[src/rtl/wheel_power_limiter_unit_defines.svh]
// ----------------------------------------------------------------------------
// Wheel power limiter assertion macros
// Concurrent assertion wrappers; they compile away when SYNTHESIS is defined.
// ----------------------------------------------------------------------------
`ifndef WHEEL_POWER_LIMITER_UNIT_DEFINES_SVH
`define WHEEL_POWER_LIMITER_UNIT_DEFINES_SVH

`ifndef SYNTHESIS
// Check a property at every rising edge outside reset.
`define WPL_ASSERT(lbl, clk, rstn, prop) \
    lbl: assert property (@(posedge clk) disable iff (!rstn) prop) \
        else $error("wheel power limiter assertion failed");
// Check a property at every rising edge, reset included.
`define WPL_ASSERT_ALWAYS(lbl, clk, prop) \
    lbl: assert property (@(posedge clk) prop) \
        else $error("wheel power limiter assertion failed");
`else
`define WPL_ASSERT(lbl, clk, rstn, prop)
`define WPL_ASSERT_ALWAYS(lbl, clk, prop)
`endif

`endif

[src/rtl/wpl_pkg.sv]
// ----------------------------------------------------------------------------
// Wheel power limiter package
// Widths, register codes, reset values and the job record of the limiter.
// ----------------------------------------------------------------------------
`default_nettype none

package wpl_pkg;

    localparam int NUM_WHEELS = 4;

    localparam int CUR_W      = 16;
    localparam int SPD_W      = 16;
    localparam int CAP_W      = 15;
    localparam int REF_W      = 16;
    localparam int CORR_W     = 16;
    localparam int CFG_IDX_W  = 3;
    localparam int CFG_DATA_W = 24;

    localparam int PRD_W  = 32;              // i*w, i*i, w*w
    localparam int TRM_W  = 57;              // coefficient times product
    localparam int B_W    = 41;              // torque_coeff * w
    localparam int PW_W   = 27;              // wheel power, 1/256 W
    localparam int RAW_W  = PW_W + 32;       // model sum before the shift
    localparam int TOT_W  = PW_W - 1 + $clog2(NUM_WHEELS);
    localparam int LQ_W   = 18;              // limit in 1/256 W minus correction
    localparam int HR_W   = 17;
    localparam int BUD_W  = 19;
    localparam int PLQ_W  = 26;
    localparam int PL_W   = 17;
    localparam int EST_W  = 25;
    localparam int PROD_W = PW_W + BUD_W;    // power times budget
    localparam int MAG_W  = PROD_W - 1;
    localparam int DCNT_W = $clog2(MAG_W);
    localparam int M_W    = 18;              // search current
    localparam int RHS_W  = 32;
    localparam int CMP_W  = RHS_W + 32;
    localparam int VTX_W  = 48;
    localparam int K_W    = (NUM_WHEELS > 1) ? $clog2(NUM_WHEELS) : 1;
    localparam int QDEPTH = 2;

    localparam logic [CFG_IDX_W-1:0] CFG_TORQUE     = 3'd0;
    localparam logic [CFG_IDX_W-1:0] CFG_SPEED_LOSS = 3'd1;
    localparam logic [CFG_IDX_W-1:0] CFG_CUR_LOSS   = 3'd2;
    localparam logic [CFG_IDX_W-1:0] CFG_STATIC     = 3'd3;
    localparam logic [CFG_IDX_W-1:0] CFG_CAP_MIN    = 3'd4;
    localparam logic [CFG_IDX_W-1:0] CFG_NORMAL_HR  = 3'd5;
    localparam logic [CFG_IDX_W-1:0] CFG_BOOST_HR   = 3'd6;
    localparam logic [CFG_IDX_W-1:0] CFG_CLAMP      = 3'd7;

    localparam logic [23:0] RST_TORQUE     = 24'd2195600;
    localparam logic [23:0] RST_SPEED_LOSS = 24'd159759;
    localparam logic [23:0] RST_CUR_LOSS   = 24'd135240;
    localparam logic [15:0] RST_STATIC     = 16'd1045;
    localparam logic [14:0] RST_CAP_MIN    = 15'd1250;
    localparam logic [15:0] RST_NORMAL_HR  = 16'd1280;
    localparam logic [16:0] RST_BOOST_HR   = 17'd51200;
    localparam logic [14:0] RST_CLAMP      = 15'd16000;

    localparam logic [REF_W-1:0] REF_MIN     = 16'd45;
    localparam logic [REF_W-1:0] REF_MAX     = 16'd220;
    localparam logic [7:0]       REF_DEFAULT = 8'd39;
    localparam logic [7:0]       PL_SCALE    = 8'd100;
    localparam int               EST_MAX     = 16777215;
    localparam int               RHS_MAX     = 1073741824;

    typedef struct packed {
        logic [23:0] torque_coeff;
        logic [23:0] speed_loss_coeff;
        logic [23:0] current_loss_coeff;
        logic [15:0] static_loss;
        logic [14:0] cap_min_voltage;
        logic [15:0] normal_headroom;
        logic [16:0] boost_headroom;
        logic [14:0] current_clamp;
    } t_cfg;

    typedef struct packed {
        logic [NUM_WHEELS-1:0][CUR_W-1:0] cur;
        logic [NUM_WHEELS-1:0][SPD_W-1:0] spd;
        logic [NUM_WHEELS-1:0][PW_W-1:0]  pw;
        logic [NUM_WHEELS-1:0][TRM_W-1:0] sq;
        logic [NUM_WHEELS-1:0][B_W-1:0]   b;
        logic [TOT_W-1:0]                 total;
        logic [BUD_W-1:0]                 budget;
        logic [PL_W-1:0]                  plim;
        logic [EST_W-1:0]                 est;
        logic                             limited;
    } t_job;

endpackage

`default_nettype wire

[src/rtl/wpl_queue.sv]
// ----------------------------------------------------------------------------
// Wheel power limiter job queue
// Two-entry FIFO of job records between the front end and the solver.
// ----------------------------------------------------------------------------
`default_nettype none

`include "wheel_power_limiter_unit_defines.svh"

module wpl_queue (
    input  wire logic          i_clk,
    input  wire logic          i_rst_n,
    input  wire logic          i_push,
    input  wire wpl_pkg::t_job i_data,
    output logic               o_ready,
    output logic               o_valid,
    output wpl_pkg::t_job      o_data,
    input  wire logic          i_pop
);

    localparam int PTR_W = (wpl_pkg::QDEPTH > 1) ? $clog2(wpl_pkg::QDEPTH) : 1;
    localparam int CNT_W = $clog2(wpl_pkg::QDEPTH + 1);

    wpl_pkg::t_job r_mem [wpl_pkg::QDEPTH];
    logic [PTR_W-1:0] r_wr, r_rd;
    logic [CNT_W-1:0] r_count;

    assign o_ready = r_count != CNT_W'(wpl_pkg::QDEPTH);
    assign o_valid = r_count != '0;
    assign o_data  = r_mem[r_rd];

    function automatic logic [PTR_W-1:0] adv(input logic [PTR_W-1:0] p);
        return (p == PTR_W'(wpl_pkg::QDEPTH - 1)) ? '0 : p + 1'b1;
    endfunction

    always_ff @(posedge i_clk) begin
        if (!i_rst_n) begin
            r_wr    <= '0;
            r_rd    <= '0;
            r_count <= '0;
        end else begin
            if (i_push) r_wr <= adv(r_wr);
            if (i_pop)  r_rd <= adv(r_rd);
            if (i_push && !i_pop) begin
                r_count <= r_count + 1'b1;
            end else if (i_pop && !i_push) begin
                r_count <= r_count - 1'b1;
            end
        end
    end

    always_ff @(posedge i_clk) begin
        if (i_push) r_mem[r_wr] <= i_data;
    end

    `WPL_ASSERT(a_count_bound, i_clk, i_rst_n, r_count <= CNT_W'(wpl_pkg::QDEPTH))
    `WPL_ASSERT(a_pop_nonempty, i_clk, i_rst_n, i_pop |-> (r_count != '0))

endmodule

`default_nettype wire

[config.mk]
export PLATFORM = sky130hd
export DESIGN_NAME = wpl_queue
export DESIGN_NICKNAME = d
export VERILOG_FILES = /design/src/rtl/wpl_pkg.sv /design/src/rtl/wpl_queue.sv
export VERILOG_INCLUDE_DIRS = /design/src /design/src/rtl
export SDC_FILE = /design/constraint.sdc
export NUM_CORES = 1
export LEC_CHECK = 0
export BUFFER_PORTS_ARGS = -buffer_cell sky130_fd_sc_hd__buf_2
export CORE_AREA = 2 2 555 557
export CTS_CLUSTER_DIAMETER = 50
export CTS_CLUSTER_SIZE = 40
export DETAILED_ROUTE_END_ITERATION = 10
export DIE_AREA = 0 0 557 559
export SLEW_MARGIN = 0
export SYNTH_ARGS = -nofsm -noshare
export SYNTH_HDL_FRONTEND = slang
export SYNTH_SLANG_ARGS = --single-unit
[constraint.sdc]
create_clock -name i_clk -period 51.7 [get_ports i_clk]
set_input_delay 7.755 -clock i_clk [delete_from_list [all_inputs] [get_ports i_clk]]
set_output_delay 7.755 -clock i_clk [all_outputs]
set_load 0.05 [all_outputs]
# After elaboration in Yosys (flattened, before gate mapping)
# Memories as Yosys holds them, arrays and structs flattened. A register that Yosys moved wholly into a read port is not among the register bits.
# Cells that the tools add are included.
# W data, S select, Z words.
# totals
input_bits	722
ram_bits	1436
n_memories	1
elab_cells	23
out_inout_bits	720
reg_bits	4
# mem_list
name	words	width	rd	rd_ports_with_merged_regs	wr	line_no	rtl
r_mem	2	718	1	1	1	wpl_queue.sv:23	wpl_pkg::t_job r_mem [wpl_pkg::QDEPTH];
# op_classes
muxes	8
n_reduce_logical	6
n_eq_ne	1
n_addsub	4
# op_table
op	count
$mux W1	6
$mux W2	2
$reduce_bool A2 Y1	2
$add A1 B1 Y1 const B	2
$add A2 B1 Y2 const B	1
$logic_and A1 B1 Y1	2
$logic_not A1 Y1	2
$ne A2 B2 Y1 const B	1
$sub A2 B1 Y2 const B	1

# Depth between registers and ports, before layout
# Gate-level depths: netlist (run 1).
# depth
word_depth	4
ltp_mapped	5
mapped_depth_nobuf	5

# Worst setup path after synthesis (run 1)
# No wires, ideal clock.
# synth_path
path_type	input to register
from	in i_push
to	reg r_wr
required_time_ns	51.520
setup_ns	0.180
path_stages	2
t_arrival_ns	40.581
setup_slack_ns	10.939
n_path_buf	0
path_cell_list	nor2b_1 -> o21a_1
# synth_rtl
item	line_no	rtl
from (decl)	wpl_queue.sv:12	input wire logic i_push,
to (signal assigned)	wpl_queue.sv:41	if (i_push) r_wr <= adv(r_wr);
to (decl)	wpl_queue.sv:24	logic [PTR_W-1:0] r_wr, r_rd;

==> impl_table.tex, run 1 <==
\begin{tabular}{lr}
\hline
Metric & Value \\
\hline
\multicolumn{2}{l}{\textbf{Pwr}} \\
Internal power summed over all cells & 2186 µW \\
Relative contribution of the clock network to total power & 0.401 \\
Net switching power figure & approximately 920 µW \\
Seq pwr share & 0.441 \\
Peak ir drop on the vdd network & 0.00003102 V \\
Pwr per Cell Area & 44.03 nW/µm² \\
Switching power share of the total & 0.2964 \\
Static power due to leakage & 0.02531 µW \\
Portion of total power attributed to combinational logic & 0.158 \\
\multicolumn{2}{l}{\textbf{Global routing}} \\
Most utilized layer in the global route result & met2 \\
Total routing usage reported by global routing & 0.1441 \\
Global Route met1 Usage & 0.1687 \\
Total gr overflow & 0 \\
Wire length of the first global-routing pass & 294,100 µm \\
Initial antenna violation count & 298 \\
Met2 layer usage reported by global route & 0.2227 \\
Global Route met3 Usage & 0.08110 \\
Vias in the first global route & 29,410 \\
Pin count of the biggest net entering global routing & 129 \\
\multicolumn{2}{l}{\textbf{Timing}} \\
Pins Over Slew Limit & 0 \\
Final hold violations & 0 \\
Max Fclk & 74.09 MHz \\
Final period utilization & 0.2611 \\
Post-layout min period & roughly 13 ns \\
Worst-Margin Slew & between 1 and 1.5 ns \\
Worst slew margin relative to its limit & 0.2534 \\
Sum of negative setup slack & 0 ns \\
Final hold slack & 0.5910 ns \\
Endpoints failing setup & 0 \\
Final worst clock skew & approximately 0.066 ns \\
RSZ-0062 raised after global routing & false \\
\multicolumn{2}{l}{\textbf{Synthesis}} \\
Adder-cell share of the synthesized area & 0.0002387 \\
Number of synthesized register bits & 1,441 \\
Mapped Avg Cell Area & roughly 23 µm² \\
Area share of xor/xnor cells in the synthesized design & 0.0005014 \\
Seq/Total Area, Yosys & 0.8247 \\
Synth Area in Compound Gates & 0.0003820 \\
Basic-gate share of the synthesized area counting and, or, nand and nor cells & 0.001074 \\
Synthesized instance count & about 2,300 \\
YS warnings & 0 \\
Post-synthesis mux area share & 0.1614 \\
Combinational family with the most area after synthesis & multiplexers \\
Net count after synthesis & 2,979 \\
Post-Synthesis Cell Area & 52,410 µm² \\
Netlist cell types & 19 \\
\multicolumn{2}{l}{\textbf{Cells and area}} \\
Fill cell instance count of the final layout & 31,590 \\
Fraction of final layout cells sized beyond drive strength 1 & 0.6288 \\
Layout area overhead & 34.64\% \\
Final design instance area without fill & 70,560 µm² \\
Share of the core filled with cells & 0.2313 \\
Layout Nets & 4,541 \\
\multicolumn{2}{l}{\textbf{Detailed routing}} \\
Antenna Nets Post-Route & 0 \\
Overall routed net length & 235,200 µm \\
Starting DRT DRC Count & 2,567 \\
Count of vias placed by the detailed router & around 30,000 \\
WL per Instance & between 20 and 30 µm \\
Routed via count divided by cell count & 3.700 \\
Pre-Repair DR Iteration Count & 7 \\
Post-route DRC & 0 \\
\multicolumn{2}{l}{\textbf{Clock tree}} \\
Clock buffers created by TritonCTS & $\sim$170 \\
Post-CTS clock slew at the launch and capture registers of the worst setup and hold paths & 0.06 ns \\
CTS H-tree lvls & 4 \\
Hold buffer count at CTS & 0 \\
Clock Tree Root & sky130\_fd\_sc\_hd\_\_clkbuf\_16 \\
Clock latency on the worst-skew pair & 0.83 ns \\
Bufs on Longest Clock Path & 4 \\
\# resized after CTS & 0 \\
Post-CTS Setup Bufs & 0 \\
Clock tree from TritonCTS & yes \\
Number of sinks on the clock net & 1,441 \\
\multicolumn{2}{l}{\textbf{Floorplanning}} \\
Cell Rows & $\sim$200 \\
Width of the die & 557 µm \\
I/O pin count & 1,442 \\
Die Outline Area & 311,400 µm² \\
Placeable core area & between 300,000 and 400,000 µm² \\
Initial Utilization & 0.1718 \\
Height of the die & approximately 560 µm \\
\multicolumn{2}{l}{\textbf{Critical path}} \\
Worst EP arrival & approximately 5.7 ns \\
Endpoint class of the critical path & output port \\
Critical path required time & 43.95 ns \\
Nature of the critical path startpoint & register \\
Category of the most critical setup path & register to output port \\
Max Fanout on Critical Path & 75 \\
\multicolumn{2}{l}{\textbf{Run}} \\
Number of maximum-capacitance constraint violations & 0 \\
\multicolumn{2}{l}{\textbf{Run status}} \\
Result of the run & finished clean \\
\multicolumn{2}{l}{\textbf{Hold path}} \\
Class of the most critical hold timing path & register to register \\
\multicolumn{2}{l}{\textbf{Placement}} \\
DPL Wire Length & 191,800 µm \\
Port buffer count & 1,441 \\
GPL Wtd Cong & 0.9362 \\
Instance area after placement & 64,420 µm² \\
\hline
\end{tabular}
==> cell usage in the layout, fill, tap and decap left out, drive strengths merged <==
master and instances:
o21a 1, nand2b 1, and2 4, edfxtp 1436, mux2 718, nor2b 2, buf 1475, a21boi 1
xnor2 1, or3 1, clkbuf 175, inv 50, or2 1, o21ai 1, xor2 2, dfxtp 5
diode 95, ha 1, clkinv 47, bufinv 17, clkinvlp 16
==> Yosys cell counts (all sizes together) <==
master,n,area share
a21boi,1,0.00014
and2,4,0.00048
buf,80,0.012
dfxtp,5,0.0019
edfxtp,1436,0.82
ha,1,0.00024
inv,1,0.000072
mux2,718,0.16
nand2b,1,0.00012
nor2b,2,0.00024
o21a,1,0.00014
o21ai,1,0.000095
or2,1,0.00012
or3,1,0.00012
xnor2,1,0.00017
xor2,2,0.00033
==> cell type report <==
class / instances / area (µm²) / share of cell area
Antenna cell: 95 / 237.7 / 0.003369
Inverter: 1 / 3.754 / 0.00005320
Clock inverter: 129 / 1669 / 0.02365
Timing Repair Buffer: 1475 / 7480 / 0.1060
Clock buffer: 175 / 4230 / 0.05995
Multi-Input combinational cell: 734 / 8586 / 0.1217
Sequential cell: 1441 / 43230 / 0.6126
Tap cell: 4100 / 5130 / 0.07270
==> path summary, 6_finish.rpt <==
| kind | startpoint | slack (ns) | cells past startpoint | end |
|---|---|---|---|---|
| setup reg to reg | r_wr | 46.72 | 5 | r_mem[1][468] |
| hold reg to reg | r_rd | 0.59 | 2 | r_rd |
| hold / removal | r_rd | 0.59 | 2 | r_rd |
| setup / recovery | register | 38.20 | 6 | o_data[78] |
==> critical path, stage by stage, from the launching register on <==
cell                      delay, ns
sky130_fd_sc_hd__dfxtp_4       0.90
sky130_fd_sc_hd__buf_4         0.75
sky130_fd_sc_hd__buf_4         0.66
sky130_fd_sc_hd__buf_4         0.77
sky130_fd_sc_hd__buf_4         0.85
sky130_fd_sc_hd__mux2_2        0.44
sky130_fd_sc_hd__buf_2         0.22
==> power groups by stage <==
stage	clock network, µW	logic [µW]	registers (µW)
2_1_floorplan	0	333	1450
3_3_place_gp	0	491	1390
3_5_place_dp	0	495	1390
4_1_cts	1280	497	1370
5_1_grt	1320	511	1370
6_report	1250	491	1370
==> flip-flops by register name, summed over array words and instances (netlist names), named ones only <==
| register | count |
|---|---|
| r_count | 2 |
| r_mem | 1436 |
| r_rd | 1 |
| r_wr | 1 |
==> kinds of logic after synthesis <==
| family | Yosys count |
|---|---|
| AOI/OAI and AO/OA | 3 |
| DFF | 1441 |
| xor gates and xnor gates | 3 |
| and+or+nand+nor | 9 |
| adders and majority gates | 1 |
| muxes | 718 |
| buffers and inverters | 81 |
==> metrics by stage <==
stage               setup slack, ns  std cells  power [µW]
floorplan                     10.94       2256        1779
global placement              39.24       7751        1883
detailed placement            39.06       7751        1888
CTS                           38.10       8055        3146
global route                  37.87       8098        3208
finish                        38.20       8150        3107
==> metal layers <==
metal | vias to the layer above | share of wire
met3 | 695 | 0.14
met5 | - | 0.0038
met2 | 2024 | 0.44
met1 | 14940 | 0.38
met4 | 138 | 0.031
li1 | 12360 | -
(Power assumes the default switching activity.)
==> run 2, diff against run 1 <==
==> constraint.sdc (replaced) <==
create_clock -name i_clk -period 12.45 [get_ports i_clk]
set_input_delay 1.8675 -clock i_clk [delete_from_list [all_inputs] [get_ports i_clk]]
set_output_delay 1.8675 -clock i_clk [all_outputs]
set_load 0.05 [all_outputs]
==> run 2 against run 1 <==
- critical endpoint is now o_data[308]
- clock skew increased by 0.012 ns
- worst hold slack lost 0.069 ns
- sequential power grew to 4.1 times the previous value
==> impl_table.tex, run 2 (synthesis results as in run 1) <==
\begin{tabular}{lr}
\hline
Metric & Value \\
\hline
\multicolumn{2}{l}{\textbf{Critical path}} \\
Cell repeated most along the worst path & sky130\_fd\_sc\_hd\_\_buf\_12 \\
Highest-delay cell along the critical path & sky130\_fd\_sc\_hd\_\_dfxtp\_4 \\
Bufs and invs on worst path & 3 (-2) \\
Max Fanout on Critical Path & 127 (+69\%) \\
Critical path cell sequence & buf\_12, buf\_12, mux2\_2, buf\_2 \\
Worst EP arrival & 4.05 ns (-1.69 ns) \\
Longest individual stage delay on the worst path & 0.82 ns (-0.08 ns) \\
Critical path required time & 10.58 ns (-33.37 ns) \\
Beginning of the worst register-to-register path & r\_wr \\
Depth of the worst register-to-register path & 3 (-2) \\
Nature of the critical path startpoint & register \\
Category of the most critical setup path & register to output port \\
Endpoint class of the critical path & output port \\
Family with the most delay on the worst path & buffers and inverters \\
Worst path depth & 4 (-2) \\
\multicolumn{2}{l}{\textbf{Cells and area}} \\
Sequential cell area & 43,230 µm² (unchanged) \\
Area taken by multi-input logic gates & 8586 µm² (unchanged) \\
Register name with the most flops & r\_mem \\
Layout area overhead & 35.90\% \\
Most common cell after layout, fill and taps aside & sky130\_fd\_sc\_hd\_\_buf\_2 \\
Fin cells & 8,170 (+0.25\%) \\
Largest registers & r\_mem: 1436 flops, r\_count: 2 flops \\
Most frequent cells in the layout & sky130\_fd\_sc\_hd\_\_buf\_2 (1,441), sky130\_fd\_sc\_hd\_\_edfxtp\_1 (1,436), sky130\_fd\_sc\_hd\_\_mux2\_2 (618) \\
Fraction of final layout cells sized beyond drive strength 1 & 0.6293 (about the same) \\
Flip-flop count of the largest register after layout & 1,436 (unchanged) \\
Layout Nets & 4,554 (+0.29\%) \\
Fill cell instance count of the final layout & 31,610 (+0.079\%) \\
\multicolumn{2}{l}{\textbf{Detailed routing}} \\
WL per Instance & 29.00 µm (+0.51\%) \\
Overall routed net length & 237,000 µm (+0.76\%) \\
Count of vias placed by the detailed router & 30,360 (+0.68\%) \\
Pre-Repair DR Iteration Count & 5 (-2) \\
Starting DRT DRC Count & 2,398 (-6.6\%) \\
Routed via count divided by cell count & 3.716 (+0.44\%) \\
Antenna Nets Post-Route & 0 (unchanged) \\
Post-route DRC & 0 (unchanged) \\
\multicolumn{2}{l}{\textbf{Hold path}} \\
Class of the most critical hold timing path & register to register \\
Startpoint of the worst hold path & r\_count[1] \\
Number of cells traversed by the worst hold path & 2 (unchanged) \\
\multicolumn{2}{l}{\textbf{Floorplanning}} \\
I/O pin count & 1,442 (unchanged) \\
Height of the die & 559 µm (unchanged) \\
Width of the die & 557 µm (unchanged) \\
Die Outline Area & 311,400 µm² (unchanged) \\
Initial Utilization & 0.1718 (unchanged) \\
Cell Rows & 203 (unchanged) \\
Placeable core area & 305,000 µm² (unchanged) \\
\multicolumn{2}{l}{\textbf{Timing}} \\
Post-layout min period & 5.918 ns \\
Final worst clock skew & 0.07817 ns (+0.01205 ns) \\
Endpoints failing setup & 0 (unchanged) \\
Worst slew margin relative to its limit & 0.2419 (-0.01144) \\
Pins Over Slew Limit & 0 (unchanged) \\
Final hold violations & 0 (unchanged) \\
Max Fclk & around 170 MHz \\
Final period utilization & 0.4753 \\
Worst-Margin Slew & 1.137 ns (+0.01716 ns) \\
RSZ-0062 raised after global routing & false \\
\multicolumn{2}{l}{\textbf{Clock tree}} \\
CTS H-tree lvls & 4 (unchanged) \\
Hold buffer count at CTS & 0 (unchanged) \\
Clock buffers created by TritonCTS & 189 (+15\%) \\
Clock tree from TritonCTS & yes \\
Post-CTS Setup Bufs & 0 (unchanged) \\
Post-CTS clock slew at the launch and capture registers of the worst setup and hold paths & 0.07 ns (about the same) \\
\# resized after CTS & 0 (unchanged) \\
Clock latency on the worst-skew pair & 0.86 ns (+0.03 ns) \\
Clock Tree Root & sky130\_fd\_sc\_hd\_\_clkbuf\_16 \\
Number of sinks on the clock net & 1,441 (unchanged) \\
Bufs on Longest Clock Path & 4 (unchanged) \\
\multicolumn{2}{l}{\textbf{Global routing}} \\
Pin count of the biggest net entering global routing & 149 (+16\%) \\
Total gr overflow & 0 (unchanged) \\
Met2 layer usage reported by global route & 0.2189 (-0.003767) \\
Initial antenna violation count & 308 (+3.4\%) \\
Vias in the first global route & 30,050 (+2.2\%) \\
Wire length of the first global-routing pass & 298,800 µm (+1.6\%) \\
Global Route met1 Usage & 0.1803 (+0.01166) \\
Total routing usage reported by global routing & 0.1458 (+0.001756) \\
Most utilized layer in the global route result & met2 \\
Global Route met3 Usage & 0.07057 (-0.01053) \\
\multicolumn{2}{l}{\textbf{Pwr}} \\
Static power due to leakage & 0.02561 µW (+1.2\%) \\
Pwr per Cell Area & 186.8 nW/µm² (+320\%) \\
PnR Total Power & 13,310 µW (+330\%) \\
Peak ir drop on the vdd network & 0.0001178 V (+280\%) \\
\multicolumn{2}{l}{\textbf{Run status}} \\
Result of the run & finished clean \\
\multicolumn{2}{l}{\textbf{Placement}} \\
Placed instance count & 7,740 (-0.14\%) \\
GPL Wtd Cong & 1.020 (+8.9\%) \\
DPL Wire Length & 191,100 µm (-0.33\%) \\
Port buffer count & 1,441 (unchanged) \\
\multicolumn{2}{l}{\textbf{Run}} \\
Number of maximum-capacitance constraint violations & 0 (unchanged) \\
\hline
\end{tabular}
## run 2: cell types whose count changed in the layout (fill, tap and decap cells not counted), moves of 6 or more
cell                        change
sky130_fd_sc_hd__clkbuf_16     +21
sky130_fd_sc_hd__buf_4         -22
sky130_fd_sc_hd__buf_12        +11
sky130_fd_sc_hd__inv_6          +6
sky130_fd_sc_hd__diode_2       -12
sky130_fd_sc_hd__clkinv_1       +7
sky130_fd_sc_hd__bufinv_16      -6
sky130_fd_sc_hd__inv_12         +8
## run 2: power breakdown
group	leakage (µW)	switching [µW]	internal, µW
sequential	0.0135	64.5	5620
combinational	0.00894	1530	521
clock	0.00314	2410	3160
total	0.0256	4010	9300
## run 2: final timing paths
check                  endpoint  slack, ns
setup reg to reg  r_mem[1][514]       9.39
hold / removal       r_count[1]       0.52
hold reg to reg      r_count[1]       0.52
setup / recovery    o_data[308]       6.53
## run 2: cell type report
class | count | share of cell area
sequential | 1441 | 0.6069
multi-input combinational | 734 | 0.1205
timing repair buffer | 1464 | 0.1058
tap | 4100 | 0.07203
clock buffer | 199 | 0.06693
clock inverter | 148 | 0.02482
antenna | 83 | 0.002916
inverter | 1 | 0.00005270
## run 2: layer usage
metal | vias up | part of all wire
met1 | 15180 | 0.40
met3 | 667 | 0.13
met4 | 114 | 0.038
met2 | 2000 | 0.43
met5 | - | 0.0030
li1 | 12410 | -
## run 2: tightest hold or removal path, cell delays in order (launching register included)
cell	delay [ns]
sky130_fd_sc_hd__dfxtp_1	0.32
sky130_fd_sc_hd__o21ai_0	0.07
sky130_fd_sc_hd__a21boi_0	0.08
## run 2: per-stage QoR
| step | hold slack (ns) | TNS [ns] | util | setup slack [ns] | instance area [µm²] |
|---|---|---|---|---|---|
| finish | 0.5223 | 0 | 0.2335 | 6.532 | 71220 |
| global route | 0.5564 | 0 | 0.2331 | 6.255 | 71110 |
| CTS | 0.5347 | 0 | 0.2328 | 6.416 | 71010 |
| detailed placement | 0.5181 | 0 | 0.2114 | 7.345 | 64480 |
| global placement | 0.5086 | 0 | 0.2114 | 7.386 | 64480 |
| floorplan | 0.4728 | -413.26 | - | -0.6080 | 52420 |
